--- config.mk ---
export PLATFORM = sky130hd
export DESIGN_NAME = flc_ctrl
export DESIGN_NICKNAME = d
export VERILOG_FILES = /design/src/hdl/flc_pkg.sv /design/src/hdl/flc_ctrl.sv
export SDC_FILE = /design/constraint.sdc
export NUM_CORES = 1
export LEC_CHECK = 0
export ABC_AREA = 1
export ABC_CLOCK_PERIOD_IN_PS = 10200
export BUFFER_PORTS_ARGS = -buffer_cell sky130_fd_sc_hd__buf_2
export CAP_MARGIN = 20
export CELL_PAD_IN_SITES_DETAIL_PLACEMENT = 0
export CELL_PAD_IN_SITES_GLOBAL_PLACEMENT = 1
export CORE_AREA = 2 2 132 134
export CTS_CLUSTER_SIZE = 16
export DETAILED_ROUTE_END_ITERATION = 7
export DIE_AREA = 0 0 134 136
export GPL_TIMING_DRIVEN = 0
export HOLD_SLACK_MARGIN = 0.05
export PLACE_DENSITY = 0.89
export SLEW_MARGIN = 15
export SYNTH_ARGS = -nofsm -noshare
export SYNTH_HDL_FRONTEND = slang
export SYNTH_SLANG_ARGS = --single-unit
--- constraint.sdc ---
create_clock -name clk_i -period 10.2 [get_ports clk_i]
set_input_delay 1.02 -clock clk_i [delete_from_list [all_inputs] [get_ports clk_i]]
set_output_delay 1.02 -clock clk_i [all_outputs]
set_load 0.05 [all_outputs]
--- src/hdl/flc_pkg.sv ---
// shared types and codes for the floppy controller nibble stepper
`timescale 1ns / 1ps

package flc_pkg;

  // operation codes of an input transaction
  localparam logic [1:0] OP_SWITCH = 2'd0;
  localparam logic [1:0] OP_LOAD   = 2'd1;
  localparam logic [1:0] OP_DUMP   = 2'd2;

  // soft switch codes above the stepper phases
  localparam logic [3:0] SW_MOTOR_OFF  = 4'h8;
  localparam logic [3:0] SW_MOTOR_ON   = 4'h9;
  localparam logic [3:0] SW_SELECT_0   = 4'hA;
  localparam logic [3:0] SW_SELECT_1   = 4'hB;
  localparam logic [3:0] SW_SHIFT      = 4'hC;
  localparam logic [3:0] SW_LOAD_LATCH = 4'hD;
  localparam logic [3:0] SW_READ_MODE  = 4'hE;
  localparam logic [3:0] SW_WRITE_MODE = 4'hF;

  // configuration register indexes
  localparam logic CFG_WRITE_PROTECT_0 = 1'b0;
  localparam logic CFG_WRITE_PROTECT_1 = 1'b1;

  localparam logic [7:0] PROTECT_FLAG = 8'h80;

  // input transaction
  typedef struct packed {
    logic [1:0]  opcode;
    logic [3:0]  switch_index;
    logic [7:0]  value;
    logic        image_drive;
    logic [17:0] image_address;
  } in_t;

  // result transaction
  typedef struct packed {
    logic [7:0] read_data;
    logic       selected_drive;
    logic [5:0] track_now;
    logic       motor_running;
    logic       writing;
  } out_t;

  // memory request and latch control from the drive logic
  typedef struct packed {
    logic       mem_en;
    logic       mem_we;
    logic [7:0] mem_wdata;
    logic       latch_set;
  } ctrl_t;

  // result info carried while the store read completes
  typedef struct packed {
    logic       is_read;
    logic       load_latch;
    logic [7:0] rd_imm;
    logic       sel;
    logic [5:0] track;
    logic       motor;
    logic       writing;
  } stage_t;

endpackage

--- src/hdl/flc_ctrl.sv ---
// per drive stepper, motor and mode state with store address generation
`timescale 1ns / 1ps

module flc_ctrl #(
  parameter int TRACKS            = 35,
  parameter int NIBBLES_PER_TRACK = 6656,
  parameter int ADDR_W            = $clog2(2 * TRACKS * NIBBLES_PER_TRACK)
) (
  input  logic                clk_i,
  input  logic                rst_ni,
  input  logic                accept_i,
  input  flc_pkg::in_t        item_i,
  input  logic [7:0]          latch_i,
  input  logic                cfg_we_i,
  input  logic                cfg_index_i,
  input  logic [0:0]          cfg_data_i,
  output flc_pkg::ctrl_t      ctl_o,
  output logic [ADDR_W-1:0]   addr_o,
  output flc_pkg::stage_t     stage_o
);

  localparam int unsigned DRIVE_NIBBLES = TRACKS * NIBBLES_PER_TRACK;
  localparam logic [ADDR_W-1:0] DRIVE_A  = ADDR_W'(DRIVE_NIBBLES);
  localparam logic [ADDR_W-1:0] NPT_A    = ADDR_W'(NIBBLES_PER_TRACK);
  localparam logic [6:0]        HALF_TOP = 7'(2 * (TRACKS - 1));
  localparam logic [6:0]        TRK_LIM  = 7'(TRACKS);
  localparam logic [5:0]        TRK_MAX  = 6'(TRACKS - 1);
  localparam logic [13:0]       NPT_W    = 14'(NIBBLES_PER_TRACK);

  logic [3:0]  pon_q [2], pon_d [2];
  logic [3:0]  pob_q [2], pob_d [2];
  logic [3:0]  pob2_q [2], pob2_d [2];
  logic [1:0]  last_q [2], last_d [2];
  logic [1:0]  prev_q [2], prev_d [2];
  logic [6:0]  half_q [2], half_d [2];
  logic [5:0]  trk_q [2], trk_d [2];
  logic [12:0] ofs_q [2], ofs_d [2];
  logic [1:0]  motor_q, motor_d;
  logic [1:0]  wflag_q, wflag_d;
  logic        sel_q, sel_d;
  logic [1:0]  wp_q;

  logic              d;
  logic [1:0]        p;
  logic              image_ok;
  logic [ADDR_W-1:0] img_addr;
  logic [ADDR_W-1:0] head_addr;
  logic [5:0]        t_cl;
  logic [13:0]       o_cl;
  logic [13:0]       o_inc;
  logic [13:0]       o_next;

  assign d = sel_q;
  assign p = item_i.switch_index[2:1];

  // store addresses for image ports and for the head position
  always_comb begin
    image_ok = 32'(item_i.image_address) < DRIVE_NIBBLES;
    img_addr = (item_i.image_drive ? DRIVE_A : '0) + ADDR_W'(item_i.image_address);
    t_cl     = ({1'b0, trk_q[d]} >= TRK_LIM) ? TRK_MAX : trk_q[d];
    o_cl     = ({1'b0, ofs_q[d]} >= NPT_W) ? 14'd0 : {1'b0, ofs_q[d]};
    o_inc    = o_cl + 14'd1;
    o_next   = (o_inc >= NPT_W) ? 14'd0 : o_inc;
    head_addr = (d ? DRIVE_A : '0) + ADDR_W'(t_cl) * NPT_A + ADDR_W'(o_cl);
  end

  assign addr_o = (item_i.opcode == flc_pkg::OP_SWITCH) ? head_addr : img_addr;

  // next state and memory request for one transaction
  always_comb begin
    logic [3:0] pob2_n;
    logic [3:0] pob_n;
    logic [3:0] pon_n;
    logic [6:0] h;
    logic [7:0] h_inc;
    pon_d   = pon_q;
    pob_d   = pob_q;
    pob2_d  = pob2_q;
    last_d  = last_q;
    prev_d  = prev_q;
    half_d  = half_q;
    trk_d   = trk_q;
    ofs_d   = ofs_q;
    motor_d = motor_q;
    wflag_d = wflag_q;
    sel_d   = sel_q;
    pob2_n  = pob2_q[d];
    pob_n   = pob_q[d];
    pon_n   = pon_q[d];
    h       = half_q[d];
    h_inc   = 8'd0;
    ctl_o.mem_en     = 1'b0;
    ctl_o.mem_we     = 1'b0;
    ctl_o.mem_wdata  = item_i.value;
    ctl_o.latch_set  = 1'b0;
    stage_o.is_read    = 1'b0;
    stage_o.load_latch = 1'b0;
    stage_o.rd_imm     = 8'd0;
    case (item_i.opcode)
      flc_pkg::OP_LOAD: begin
        ctl_o.mem_en = image_ok;
        ctl_o.mem_we = image_ok;
      end
      flc_pkg::OP_DUMP: begin
        ctl_o.mem_en    = image_ok;
        stage_o.is_read = image_ok;
      end
      flc_pkg::OP_SWITCH: begin
        if (item_i.switch_index inside {[4'd0:4'd7]}) begin
          // stepper phase: shift phase history, then move on a phase turning on
          pob2_n[prev_q[d]] = pob_q[d][prev_q[d]];
          pob_n[last_q[d]]  = pon_q[d][last_q[d]];
          pob2_d[d] = pob2_n;
          pob_d[d]  = pob_n;
          prev_d[d] = last_q[d];
          last_d[d] = p;
          if (!item_i.switch_index[0]) begin
            pon_n[p] = 1'b0;
          end else begin
            if (pob2_n[2'(p + 2'd1)]) begin
              h = (h == 7'd0) ? 7'd0 : h - 7'd1;
            end
            if (pob2_n[2'(p - 2'd1)]) begin
              h = (h >= HALF_TOP) ? HALF_TOP : h + 7'd1;
            end
            pon_n[p]  = 1'b1;
            half_d[d] = h;
            h_inc     = {1'b0, h} + 8'd1;
            trk_d[d]  = h_inc[6:1];
          end
          pon_d[d] = pon_n;
        end else begin
          case (item_i.switch_index)
            flc_pkg::SW_MOTOR_OFF: motor_d[d] = 1'b0;
            flc_pkg::SW_MOTOR_ON:  motor_d[d] = 1'b1;
            flc_pkg::SW_SELECT_0: begin
              motor_d[0] = motor_q[0] | motor_q[1];
              motor_d[1] = 1'b0;
              sel_d      = 1'b0;
            end
            flc_pkg::SW_SELECT_1: begin
              motor_d[1] = motor_q[0] | motor_q[1];
              motor_d[0] = 1'b0;
              sel_d      = 1'b1;
            end
            flc_pkg::SW_SHIFT: begin
              ctl_o.mem_en = 1'b1;
              if (wflag_q[d]) begin
                ctl_o.mem_we    = 1'b1;
                ctl_o.mem_wdata = latch_i;
                stage_o.rd_imm  = latch_i;
              end else begin
                stage_o.is_read    = 1'b1;
                stage_o.load_latch = 1'b1;
              end
              ofs_d[d] = o_next[12:0];
            end
            flc_pkg::SW_LOAD_LATCH: ctl_o.latch_set = 1'b1;
            flc_pkg::SW_READ_MODE: begin
              wflag_d[d]     = 1'b0;
              stage_o.rd_imm = wp_q[d] ? flc_pkg::PROTECT_FLAG : 8'd0;
            end
            flc_pkg::SW_WRITE_MODE: wflag_d[d] = 1'b1;
            default: ;
          endcase
        end
      end
      default: ;
    endcase
    stage_o.sel     = sel_d;
    stage_o.track   = trk_d[sel_d];
    stage_o.motor   = motor_d[sel_d];
    stage_o.writing = wflag_d[sel_d];
  end

  // drive state registers
  always_ff @(posedge clk_i or negedge rst_ni) begin
    if (!rst_ni) begin
      for (int i = 0; i < 2; i++) begin
        pon_q[i]  <= '0;
        pob_q[i]  <= '0;
        pob2_q[i] <= '0;
        last_q[i] <= '0;
        prev_q[i] <= '0;
        half_q[i] <= '0;
        trk_q[i]  <= '0;
        ofs_q[i]  <= '0;
      end
      motor_q <= '0;
      wflag_q <= '0;
      sel_q   <= 1'b0;
    end else if (accept_i) begin
      pon_q   <= pon_d;
      pob_q   <= pob_d;
      pob2_q  <= pob2_d;
      last_q  <= last_d;
      prev_q  <= prev_d;
      half_q  <= half_d;
      trk_q   <= trk_d;
      ofs_q   <= ofs_d;
      motor_q <= motor_d;
      wflag_q <= wflag_d;
      sel_q   <= sel_d;
    end
  end

  // write protect configuration
  always_ff @(posedge clk_i or negedge rst_ni) begin
    if (!rst_ni) begin
      wp_q <= '0;
    end else if (cfg_we_i) begin
      if (cfg_index_i == flc_pkg::CFG_WRITE_PROTECT_0) begin
        wp_q[0] <= cfg_data_i[0];
      end else begin
        wp_q[1] <= cfg_data_i[0];
      end
    end
  end

endmodule

==> Word-level counts from Yosys, hierarchy flattened <==
Cells that the tools add are included.
{ "totals": {"ff_bits": 91, "latchBits": 0, "ram_bits": 0, "romBits": 0, "input_bits": 47, "out_inout_bits": 49, "elab_cells": 206, "mem_count": 0} }
{ "classes": {"addsub": 9, "n_mul": 1, "n_div": 0, "order_cmp": 21, "n_eq_ne": 10, "shift": 0, "n_mux": 117, "bitwise": 13, "reduce_logical": 14} }
{ "ops": {"columns": ["operator", "n"], "rows": [
  ["$mux 7", 14],
  ["$mux 13", 6],
  ["$mux 4", 13],
  ["$mux 6", 8],
  ["$mux 12", 3],
  ["$mux 18", 2],
  ["$eq 4x4->1 const B", 8],
  ["$mux 9", 3],
  ["$bwmux 26", 1],
  ["$mux 2", 13],
  ["$bwmux 8", 3],
  ["$mux 10", 2],
  ["$add 18x18->19", 1],
  ["$add 18x19->19", 1],
  ["$add 19x13->19", 1],
  ["$mux 1", 19],
  ["$mux 19", 1],
  ["$lt 18x18->1 const B", 1],
  ["$bwmux 4", 4],
  ["$mux 8", 2],
  ["$pmux 8 s2", 1],
  ["$lt 2x3->1 const B", 5],
  ["$add 13x1->14 const B", 1],
  ["$add 7x1->7 const B", 2],
  ["47 further kinds", 70]
]} }

==> Longest topological paths before layout <==
Gate-level depths: netlist of the first run.
{ "logic_depth": {"depth_word": 29, "depth_mapped": 29, "mapped_depth_nobuf": 25} }

==> Worst setup path after synthesis of the first run <==
OpenSTA, ideal clock, no wires.
{ "synth_path": {"kind": "flip-flop to output port", "startpoint": "reg sel_q, in the netlist d", "endpoint": "out addr_o[18]", "arrival_ns": 5.921, "required_ns": 9.180, "path_slack_ns": 3.259, "path_stages_with_launch": 25, "path_buffers": 5, "cell_sequence": "dfrtp_1 buf_6 buf_6 buf_6 buf_2 buf_1 mux2i_1 o2111ai_1 nand2_1 inv_1 nor2_1 ha_1 fa_1 inv_1 fa_1 o21ai_0 xnor2_1 inv_1 ha_1 ha_1 and2_1 or2_2 a21o_1 o21a_1 a21oi_1"} }
{ "synth_between": {"elab_chain_cells": 10} }
{ "synth_rtl": {"columns": ["element", "line", "text"], "rows": [
  ["start: declaration", "flc_ctrl.sv:40", "logic sel_q, sel_d;"],
  ["start signal: assignment", "flc_ctrl.sv:203", "sel_q <= sel_d;"],
  ["$not 1->2 (implied by the code)", "flc_ctrl.sv:60, flc_ctrl.sv:61", null],
  ["$mux 6 (implied by the code) (3 in series)", "flc_ctrl.sv:60", "t_cl = ({1'b0, trk_q[d]} >= TRK_LIM) ? TRK_MAX : trk_q[d];"],
  ["$ge 6x6->1", "flc_ctrl.sv:60", null],
  ["$mux 6", "flc_ctrl.sv:60", null],
  ["$mul 6x4->10", "flc_ctrl.sv:64", "head_addr = (d ? DRIVE_A : '0) + ADDR_W'(t_cl) * NPT_A + ADDR_W'(o_cl);"],
  ["$add 18x19->19", "flc_ctrl.sv:64", null],
  ["$add 19x13->19 *", "flc_ctrl.sv:64", null],
  ["$mux 19 *", "flc_ctrl.sv:67", "assign addr_o = (item_i.opcode == flc_pkg::OP_SWITCH) ? head_addr : img_addr;"],
  ["end: declaration", "flc_ctrl.sv:18", "output logic [ADDR_W-1:0] addr_o,"]
]} }
Every way passes the cells marked *; elsewhere a longest branch is shown, timed or not. The select of a mux whose other input is x is not followed.

==> Final worst setup path of the first run <==
Same ends and word-level chain as after synthesis.

==> impl_metrics.csv, run 1 <==
group,metric,value,unit
run_status,status,"finished clean",
sta,worstMarginPinSlew,983,ps
synthesis,avgSynthCellArea,6.95,um2
synthesis,synth_top_cells_by_area,"dfrtp_1 (31%), nand2_1 (16%), ha_1 (7.6%), o21ai_0 (7.5%), inv_1 (6.7%)",
synthesis,async_flop_share,100,%
sta,timing.final.crit_share,77.1,%
sta,finalWorstPathRequiredPeriod,7870,ps
routing,drtPass1Iterations,5,
pwr,power,2.27,mW
sta,fmax,127,MHz
routing,drc,0,
synthesis,synth_seq_cells,91,
synthesis,synthFlopType,"dfrtp_1",
die,die-area,18200,um2
sta,whs,481,ps
synthesis,synth_top_family_by_area,"simple AND/OR/NAND/NOR gates",
pwr,cellLeakagePower,4.34,nW
clocking,postCtsResizedCells,0,
synthesis,yosysSeqAreaShare,31.3,%
clocking,clk_latency,350,ps
synthesis,yosysTopAreaCell,"dfrtp_1",
die,core-area,16900,um2
synthesis,synth_compound_area_share,14.7,%
place,place_area,8060,um2
synthesis,yosysWarnings,0,
cells_and_area,areaGrowthSynthToFinish,14.8,%
synthesis,synth_top_area_share,31.3,%
worst_setup_path,path_class,"reg -> out",
sta,setup_slack,2330,ps
sta,fin_skew,8.19,ps
cells_and_area,final_nets,1252,
synthesis,synthMuxAreaShare,1.67,%
clocking,clockBufferDepth,2,
run,max-cap-violations,0,
clocking,htree_num_levels,3,
routing,wl_per_cell,14.0,um
clocking,cts_hold_buf,0,
sta,rsz0062_at_grt,"false",
routing,vias,6920,
synthesis,synth_edf_count,0,
synthesis,syn_area,7270,um2
die,ioPinCount,96,
sta,finalMaxSlewViolations,0,
cells_and_area,final_cells,1383,
synthesis,ys_types,54,
synthesis,synth_xor_area_share,2.89,%
synthesis,synth.net_count,1146,
worst_setup_path,critical_path_arrival,6850,ps
worst_setup_path,critical_path.startpoint_type,"flop",
place,place_congestion,0.829,
grt,antenna_found_initial,0,
grt,overflow,0,
place,place_hpwl,15100,um
synthesis,synthCells,1047,
clocking,cts_tree,"built",
place,placed_cells,1367,
cells_and_area,fin_util,49.5,%
routing,vias_per_cell,5.00,
grt,grt_max_degree,59,
grt,grt_pass1_wl,32100,um
hold_path,timing.hold.worst.class,"reg -> reg",
die,std_cell_rows,48,
pwr,irDropWorstVdd,108,uV
clocking,clk_root_buffer_cell,"clkbuf_16",
pwr,p_per_area,272,nW/um2
worst_setup_path,critical_path.max_fanout,10,
clocking,path_clk_slew,70,ps
synthesis,synthSimpleGateAreaFrac,29.7,%
sta,setup_viol_count_final,0,
die,start_util,43.1,%
routing,detail_route.wirelength,19400,um
clocking,clkSinkCount,91,
die,die_x,134,um
routing,ant_nets,0,
grt,grt_pass1_vias,6596,
worst_setup_path,crit_path_end_kind,"primary output",
grt,grt_use_total,22.1,%
worst_setup_path,required,9180,ps
place,pre_cts_slack,2660,ps
clocking,postCtsSetupBuffers,0,
cells_and_area,diodes,0,
sta,max_slew_margin,34.0,%
synthesis,ys_top_cells_by_count,"nand2_1 (307), inv_1 (130), o21ai_0 (109)",
synthesis,synth_fa_ha_area_share,9.77,%
sta,finalHoldViolations,0,
cells_and_area,fillers,1760,
clocking,cts_made_buffers,9,
cells_and_area,postLayoutCellArea,8350,um2
routing,drt_iter0_drc,378,
die,die_height,136,um
synthesis,synth.most_common_cell,"nand2_1",
place,io_buffers,94,
cells_and_area,drive_gt1_share,15.0,%
sta,fin_setup_tns,0,ps
-- routing by layer --
| metal | routed length [um] | global-route usage [%] | vias to the layer above |
|---|---|---|---|
| li1 | - | - | 3572 |
| met1 | 8620 | 27.7 | 3178 |
| met2 | 9620 | 39.7 | 149 |
| met3 | 829 | 4.10 | 21 |
| met4 | 303 | 4.85 | 0 |
| met5 | 0 | 0 | - |
-- cells in the final DEF, fill, tap and decap left out, types with 9 or more instances in the layout --
master	n
o21ai_1	28
clkbuf_16	9
buf_2	97
nor3_1	9
inv_1	130
dfrtp_1	91
mux2i_1	11
nand2_2	13
a21oi_1	27
xor2_1	13
nand2_1	307
clkbuf_1	22
or2_2	11
nand3_1	50
o21ai_0	109
ha_1	44
nor2_1	83
-- sequential cells by signal, summed over array words and instances (netlist names) --
signal	cells
half_q	14
prev_q	4
motor_q	2
pon_q	8
pob2_q	8
ofs_q	26
pob_q	8
d	1
wp_q	2
trk_q	12
wflag_q	2
last_q	4
-- final cells by class --
type / instances / area (um2) / area share, %
clock buffer: 13 / 250 / 3.00
tap: 225 / 282 / 3.37
timing repair buffer: 95 / 500 / 5.99
sequential: 91 / 2280 / 27.3
clock inverter: 3 / 46.3 / 0.554
buffer: 35 / 200 / 2.40
inverter: 138 / 520 / 6.23
multi-input combinational: 783 / 4280 / 51.2
-- critical path: stages (launching register included) --
cell	delay [ps]
dfrtp_1	490
buf_6	210
buf_6	190
buf_6	190
buf_2	280
buf_1	470
mux2i_1	470
o2111ai_1	170
nand2_1	130
inv_1	70
nor2_1	210
ha_1	290
fa_1	540
inv_1	60
fa_1	450
o21ai_0	290
xnor2_1	160
inv_1	60
ha_1	270
ha_1	320
and2_1	170
or2_2	270
a21o_1	160
o21a_1	180
a21oi_1	100
buf_2	270
-- cell families after synthesis --
family,count (synthesis)
AOI/OAI and AO/OA,199
and+or+nand+nor,499
xor gates and xnor gates,21
adders and majority gates,52
muxes,12
buffers and inverters,173
DFF,91
-- worst paths after layout --
check	from	end	slack [ps]	depth (start not counted)
hold reg to reg	half_q[7]	half_q[7]	480	2
setup / recovery	d	addr_o[18]	2330	25
min in group asynchronous	rst_ni	pob_q[3]	620	1
setup reg to reg	d	trk_q[3]	6320	23
hold / removal	half_q[7]	half_q[7]	480	2
max in group asynchronous	rst_ni	ofs_q[9]	8920	2
-- power by group --
group	total, mW	internal, mW	switching, mW
Combinational	1.43	0.498	0.928
Sequential	0.499	0.450	0.0494
Clock	0.343	0.198	0.145
Power figures use the tool's default switching activity.
==> inputs of run 2 (changes only) <==
- ABC_CLOCK_PERIOD_IN_PS: 10200 -> 7850
- CORE_AREA: 2 2 132 134 -> 2 2 135 137
- DIE_AREA: 0 0 134 136 -> 0 0 137 139
- PLACE_DENSITY: 0.89 -> 0.86
- clock period: 10.2 -> 7.85 ns (I/O delays scaled with it)
==> impl_metrics.csv, run 2 (synthesis gave the netlist of run 1 again) <==
group,metric,value,unit
run_status,status,"finished clean",
clocking,clk_root_buffer_cell,"clkbuf_16",
pwr,cellLeakagePower,4.37,nW
die,std_cell_rows,49,
routing,vias,6928,
routing,drt_iter0_drc,375,
sta,fin_setup_tns,0,ps
cells_and_area,regMostFlops,"ofs_q",
worst_setup_path,reg2reg_slack,4000,ps
cells_and_area,fillers,1840,
sta,finalMaxSlewViolations,0,
sta,worstMarginPinSlew,936,ps
sta,finalHoldViolations,0,
routing,ant_nets,0,
sta,whs,476,ps
cells_and_area,reg.largest.list,"ofs_q: 26 flops, half_q: 14 flops, trk_q: 12 flops",
cells_and_area,layout_common_cells,"nand2_1 (307), inv_1 (130), o21ai_0 (108)",
die,die_height,139,um
grt,overflow,0,
worst_setup_path,slowest_stage,"fa_1",
pwr,irDropWorstVdd,166,uV
sta,finalWorstPathRequiredPeriod,7410,ps
grt,antenna_found_initial,0,
die,core-area,17700,um2
clocking,clkSinkCount,91,
clocking,htree_num_levels,3,
die,start_util,41.2,%
run,max-cap-violations,0,
routing,wl_per_cell,14.0,um
clocking,cts_hold_buf,0,
clocking,postCtsSetupBuffers,0,
worst_setup_path,timing.rr.start,"d",
worst_setup_path,cpPeakStageDelay,540,ps
clocking,postCtsResizedCells,0,
clocking,cts_tree,"built",
sta,timing.final.crit_share,94.4,%
cells_and_area,areaGrowthSynthToFinish,15.3,%
routing,drc,0,
routing,detail_route.wirelength,19400,um
sta,fin_skew,9.93,ps
place,place_hpwl,15100,um
hold_path,timing.hold.worst.class,"in -> async",
die,die_x,137,um
worst_setup_path,reg2reg_to,"trk_q[9]",
clocking,clk_latency,350,ps
worst_setup_path,worstRegToRegCells,22,
worst_setup_path,path_class,"reg -> out",
cells_and_area,diodes,0,
sta,rsz0062_at_grt,"false",
cells_and_area,final_common_cell,"nand2_1",
place,placed_cells,1371,
cells_and_area,drive_gt1_share,15.5,%
worst_setup_path,critical_path.max_fanout,10,
worst_setup_path,crit_path_end_kind,"primary output",
sta,setup_viol_count_final,0,
routing,drtPass1Iterations,5,
clocking,clockBufferDepth,2,
place,io_buffers,94,
cells_and_area,final_nets,1252,
pwr,p_per_area,356,nW/um2
place,place_congestion,0.875,
worst_setup_path,critical_path.startpoint_type,"flop",
grt,grt_pass1_vias,6610,
worst_setup_path,critical_path_arrival,6630,ps
grt,grt_pass1_wl,32300,um
cells_and_area,final_cells,1387,
grt,grt_max_degree,52,
clocking,path_clk_slew,70,ps
sta,fmax,135,MHz
cells_and_area,largest_register_ffs,26,
clocking,cts_made_buffers,9,
worst_setup_path,required,7070,ps
grt,grt_use_total,21.1,%
routing,vias_per_cell,4.99,
sta,max_slew_margin,37.1,%
die,ioPinCount,96,
pwr,power,2.99,mW
die,die-area,19000,um2
==> run 2: worst max-delay path, delay by kind of cell (launching register included) <==
family                   cells  cell delay (ps)
XOR/XNOR                     1              160
AND/OR/NAND/NOR              4              790
multiplexers                 1              390
flip-flops                   1              490
adder cells (fa/ha/maj)      5             1870
AO/OA/AOI/OAI                5              930
buffers and inverters        9             1660
==> run 2: per-stage QoR <==
stage	util, %	worst slack [ps]	cell area, um2
2_1_floorplan	-	1140	7270
3_3_place_gp	45.5	529	8030
3_5_place_dp	45.6	499	8050
4_1_cts	47.4	102	8380
5_1_grt	47.5	20.7	8380
6_report	47.5	436	8380
==> run 2: how the worst max path moves through the flow <==
stage / from / to / cells after the start
after floorplan: d / addr_o[18] / 24
after global placement: d / addr_o[18] / 25
after detailed placement: d / addr_o[18] / 25
after CTS: d / addr_o[18] / 25
after global routing: d / addr_o[18] / 25
final: d / addr_o[18] / 25
==> run 2: metal layers <==
metal / global-route usage [%] / share of wire, % / up-vias
met5: 0 / 0 / -
met4: 3.85 / 1.3 / 0
met3: 3.95 / 4.5 / 16
met2: 36.0 / 48 / 161
met1: 28.0 / 46 / 3178
li1: - / - / 3573
==> run 2: power breakdown <==
part,total (mW),internal [mW],switching (mW)
Combinational,1.86,0.647,1.22
Sequential,0.646,0.584,0.0620
Clock,0.477,0.282,0.195
==> run 2: final cells by class <==
type / instances / area [um2] / share of cell area, %
tap: 229 / 287 / 3.42
clock buffer: 9 / 225 / 2.69
buffer: 35 / 203 / 2.42
sequential: 91 / 2280 / 27.2
multi-input combinational: 783 / 4280 / 51.0
inverter: 138 / 520 / 6.21
clock inverter: 7 / 98.8 / 1.18
timing repair buffer: 95 / 493 / 5.88
==> inputs of run 3 (changes only) <==
- CORE_AREA: 2 2 135 137 -> 2 2 138 140
- DIE_AREA: 0 0 137 139 -> 0 0 140 142
- GPL_TIMING_DRIVEN: 0 -> unset
- PLACE_DENSITY: 0.86 -> 0.83
==> impl_metrics.csv, run 3 (synthesis gave the netlist of run 1 again) <==
group,metric,value,unit
grt,grt_max_degree,64,
cells_and_area,diodes,0,
grt,antenna_found_initial,0,
routing,detail_route.wirelength,18200,um
cells_and_area,final_nets,1226,
clocking,cts_made_buffers,9,
sta,fin_setup_tns,0,ps
clocking,clkSinkCount,91,
routing,drtPass1Iterations,5,
clocking,postCtsSetupBuffers,0,
die,die_height,142,um
run_status,status,"finished clean",
cells_and_area,regMostFlops,"ofs_q",
pwr,p_clk_share,15.5,%
clocking,clk_root_buffer_cell,"clkbuf_16",
sta,rsz0062_at_grt,"false",
pwr,p_sw_share,49.6,%
worst_setup_path,critPathTopFamily,"adder cells",
pwr,cellLeakagePower,4.30,nW
die,core-area,18500,um2
worst_setup_path,path_cells,"inv_4, or2_2, o21ai_0, inv_1, nand2_1, inv_1, nor2_1, ha_1, fa_1, inv_1, fa_1, o21ai_0, xnor2_1, inv_1, ha_1, ha_1, and2_1, or2_2, a21o_1, o21a_1, a21oi_1, buf_2",
worst_setup_path,critical_path.max_fanout,39,
routing,ant_nets,0,
worst_setup_path,worst-path-buf-inv,6,
sta,fmax,144,MHz
pwr,power_frac_seq,22.4,%
worst_setup_path,cpMostUsedCell,"inv_1",
grt,grt_pass1_wl,31100,um
cells_and_area,drive_gt1_share,15.4,%
worst_setup_path,critical_path_arrival,6150,ps
routing,drc,0,
sta,max_slew_margin,32.2,%
pwr,power_frac_comb,62.2,%
cells_and_area,final_common_cell,"nand2_1",
hold_path,timing.hold.worst.class,"in -> async",
pwr,p_per_area,356,nW/um2
die,ioPinCount,96,
routing,vias,6675,
sta,finalHoldViolations,0,
cells_and_area,layout_common_cells,"nand2_1 (307), inv_1 (130), o21ai_0 (109)",
cells_and_area,reg.largest.list,"ofs_q: 26 flops, half_q: 14 flops, trk_q: 12 flops",
die,die-area,19900,um2
grt,grt_pass1_vias,6501,
sta,finalMaxSlewViolations,0,
worst_setup_path,path_class,"reg -> out",
clocking,cts_hold_buf,0,
grt,overflow,0,
clocking,htree_num_levels,3,
pwr,internal-power,1.48,mW
clocking,cts_tree,"built",
clocking,clk_latency,350,ps
cells_and_area,areaGrowthSynthToFinish,13.1,%
worst_setup_path,crit_path_end_kind,"primary output",
die,std_cell_rows,50,
cells_and_area,fillers,1900,
routing,drt_iter0_drc,354,
clocking,clockBufferDepth,2,
die,die_x,140,um
place,place_area,7910,um2
place,place_hpwl,13700,um
routing,vias_per_cell,4.89,
routing,wl_per_cell,13.3,um
worst_setup_path,required,7070,ps
grt,grt_use_total,19.1,%
die,start_util,39.4,%
place,io_buffers,95,
worst_setup_path,cpPeakStageDelay,750,ps
sta,fin_skew,12.5,ps
worst_setup_path,slowest_stage,"dfrtp_2",
cells_and_area,multi_input_area,4280,um2
sta,timing.final.crit_share,88.4,%
sta,finalWorstPathRequiredPeriod,6940,ps
cells_and_area,ff_latch_area,2280,um2
pwr,switchingPower,1.45,mW
clocking,path_clk_slew,70,ps
clocking,postCtsResizedCells,0,
place,place_congestion,0.777,
sta,setup_viol_count_final,0,
pwr,irDropWorstVdd,138,uV
cells_and_area,fin_util,44.6,%
cells_and_area,postLayoutCellArea,8230,um2
worst_setup_path,critical_path.startpoint_type,"flop",
sta,worstMarginPinSlew,1010,ps
cells_and_area,largest_register_ffs,26,
run,max-cap-violations,0,
run 3: changes by cell type in the layout (fill, tap and decap cells not counted), moves of 2 or more:
cell,delta
buf_2,-4
buf_4,+7
buf_6,-8
clkbuf_1,-19
inv_6,+2
run 3: area by class of cell:
type / count / share of cell area (%)
clock inverter: 6 / 0.851
clock buffer: 10 / 2.90
multi-input combinational: 783 / 52.0
timing repair buffer: 104 / 6.72
inverter: 138 / 6.33
sequential: 91 / 27.7
tap: 234 / 3.56
run 3: routing by layer:
layer / global-route usage, % / vias to the layer above / part of all wire, %
met4: 5.69 / 0 / 2.0
met1: 24.6 / 2976 / 46
met5: 0 / - / 0
li1: - / 3523 / -
met3: 3.06 / 23 / 4.0
met2: 33.5 / 153 / 48
run 3: power by group through the flow:
stage               logic (mW)  registers [mW]  clock network, mW
detailed placement        1.82           0.663                  0
global route              2.09           0.671              0.487
CTS                       1.84           0.655              0.467
finish                    1.82           0.655              0.453
floorplan                 1.47           0.637                  0
global placement          1.80           0.662                  0
run 3: metrics by stage:
step,std cells,power (mW),hold WS (ps),setup WS (ps)
floorplan,1047,2.11,442,1140
global placement,1349,2.46,459,1340
global route,1366,3.25,375,466
finish,1366,2.93,354,915
detailed placement,1349,2.48,460,1260
CTS,1365,2.96,362,849
run 3: final timing paths:
kind                              end  startpoint  slack (ps)  depth (start not counted)
min in group clk_i          half_q[8]   half_q[8]         470                          2
setup reg to reg             trk_q[9]           d        3400                         21
hold / removal               pob_q[2]      rst_ni         350                          1
setup / recovery           addr_o[18]           d         910                         22
max in group asynchronous           d      rst_ni        6310                          2
hold reg to reg             half_q[8]   half_q[8]         470                          2
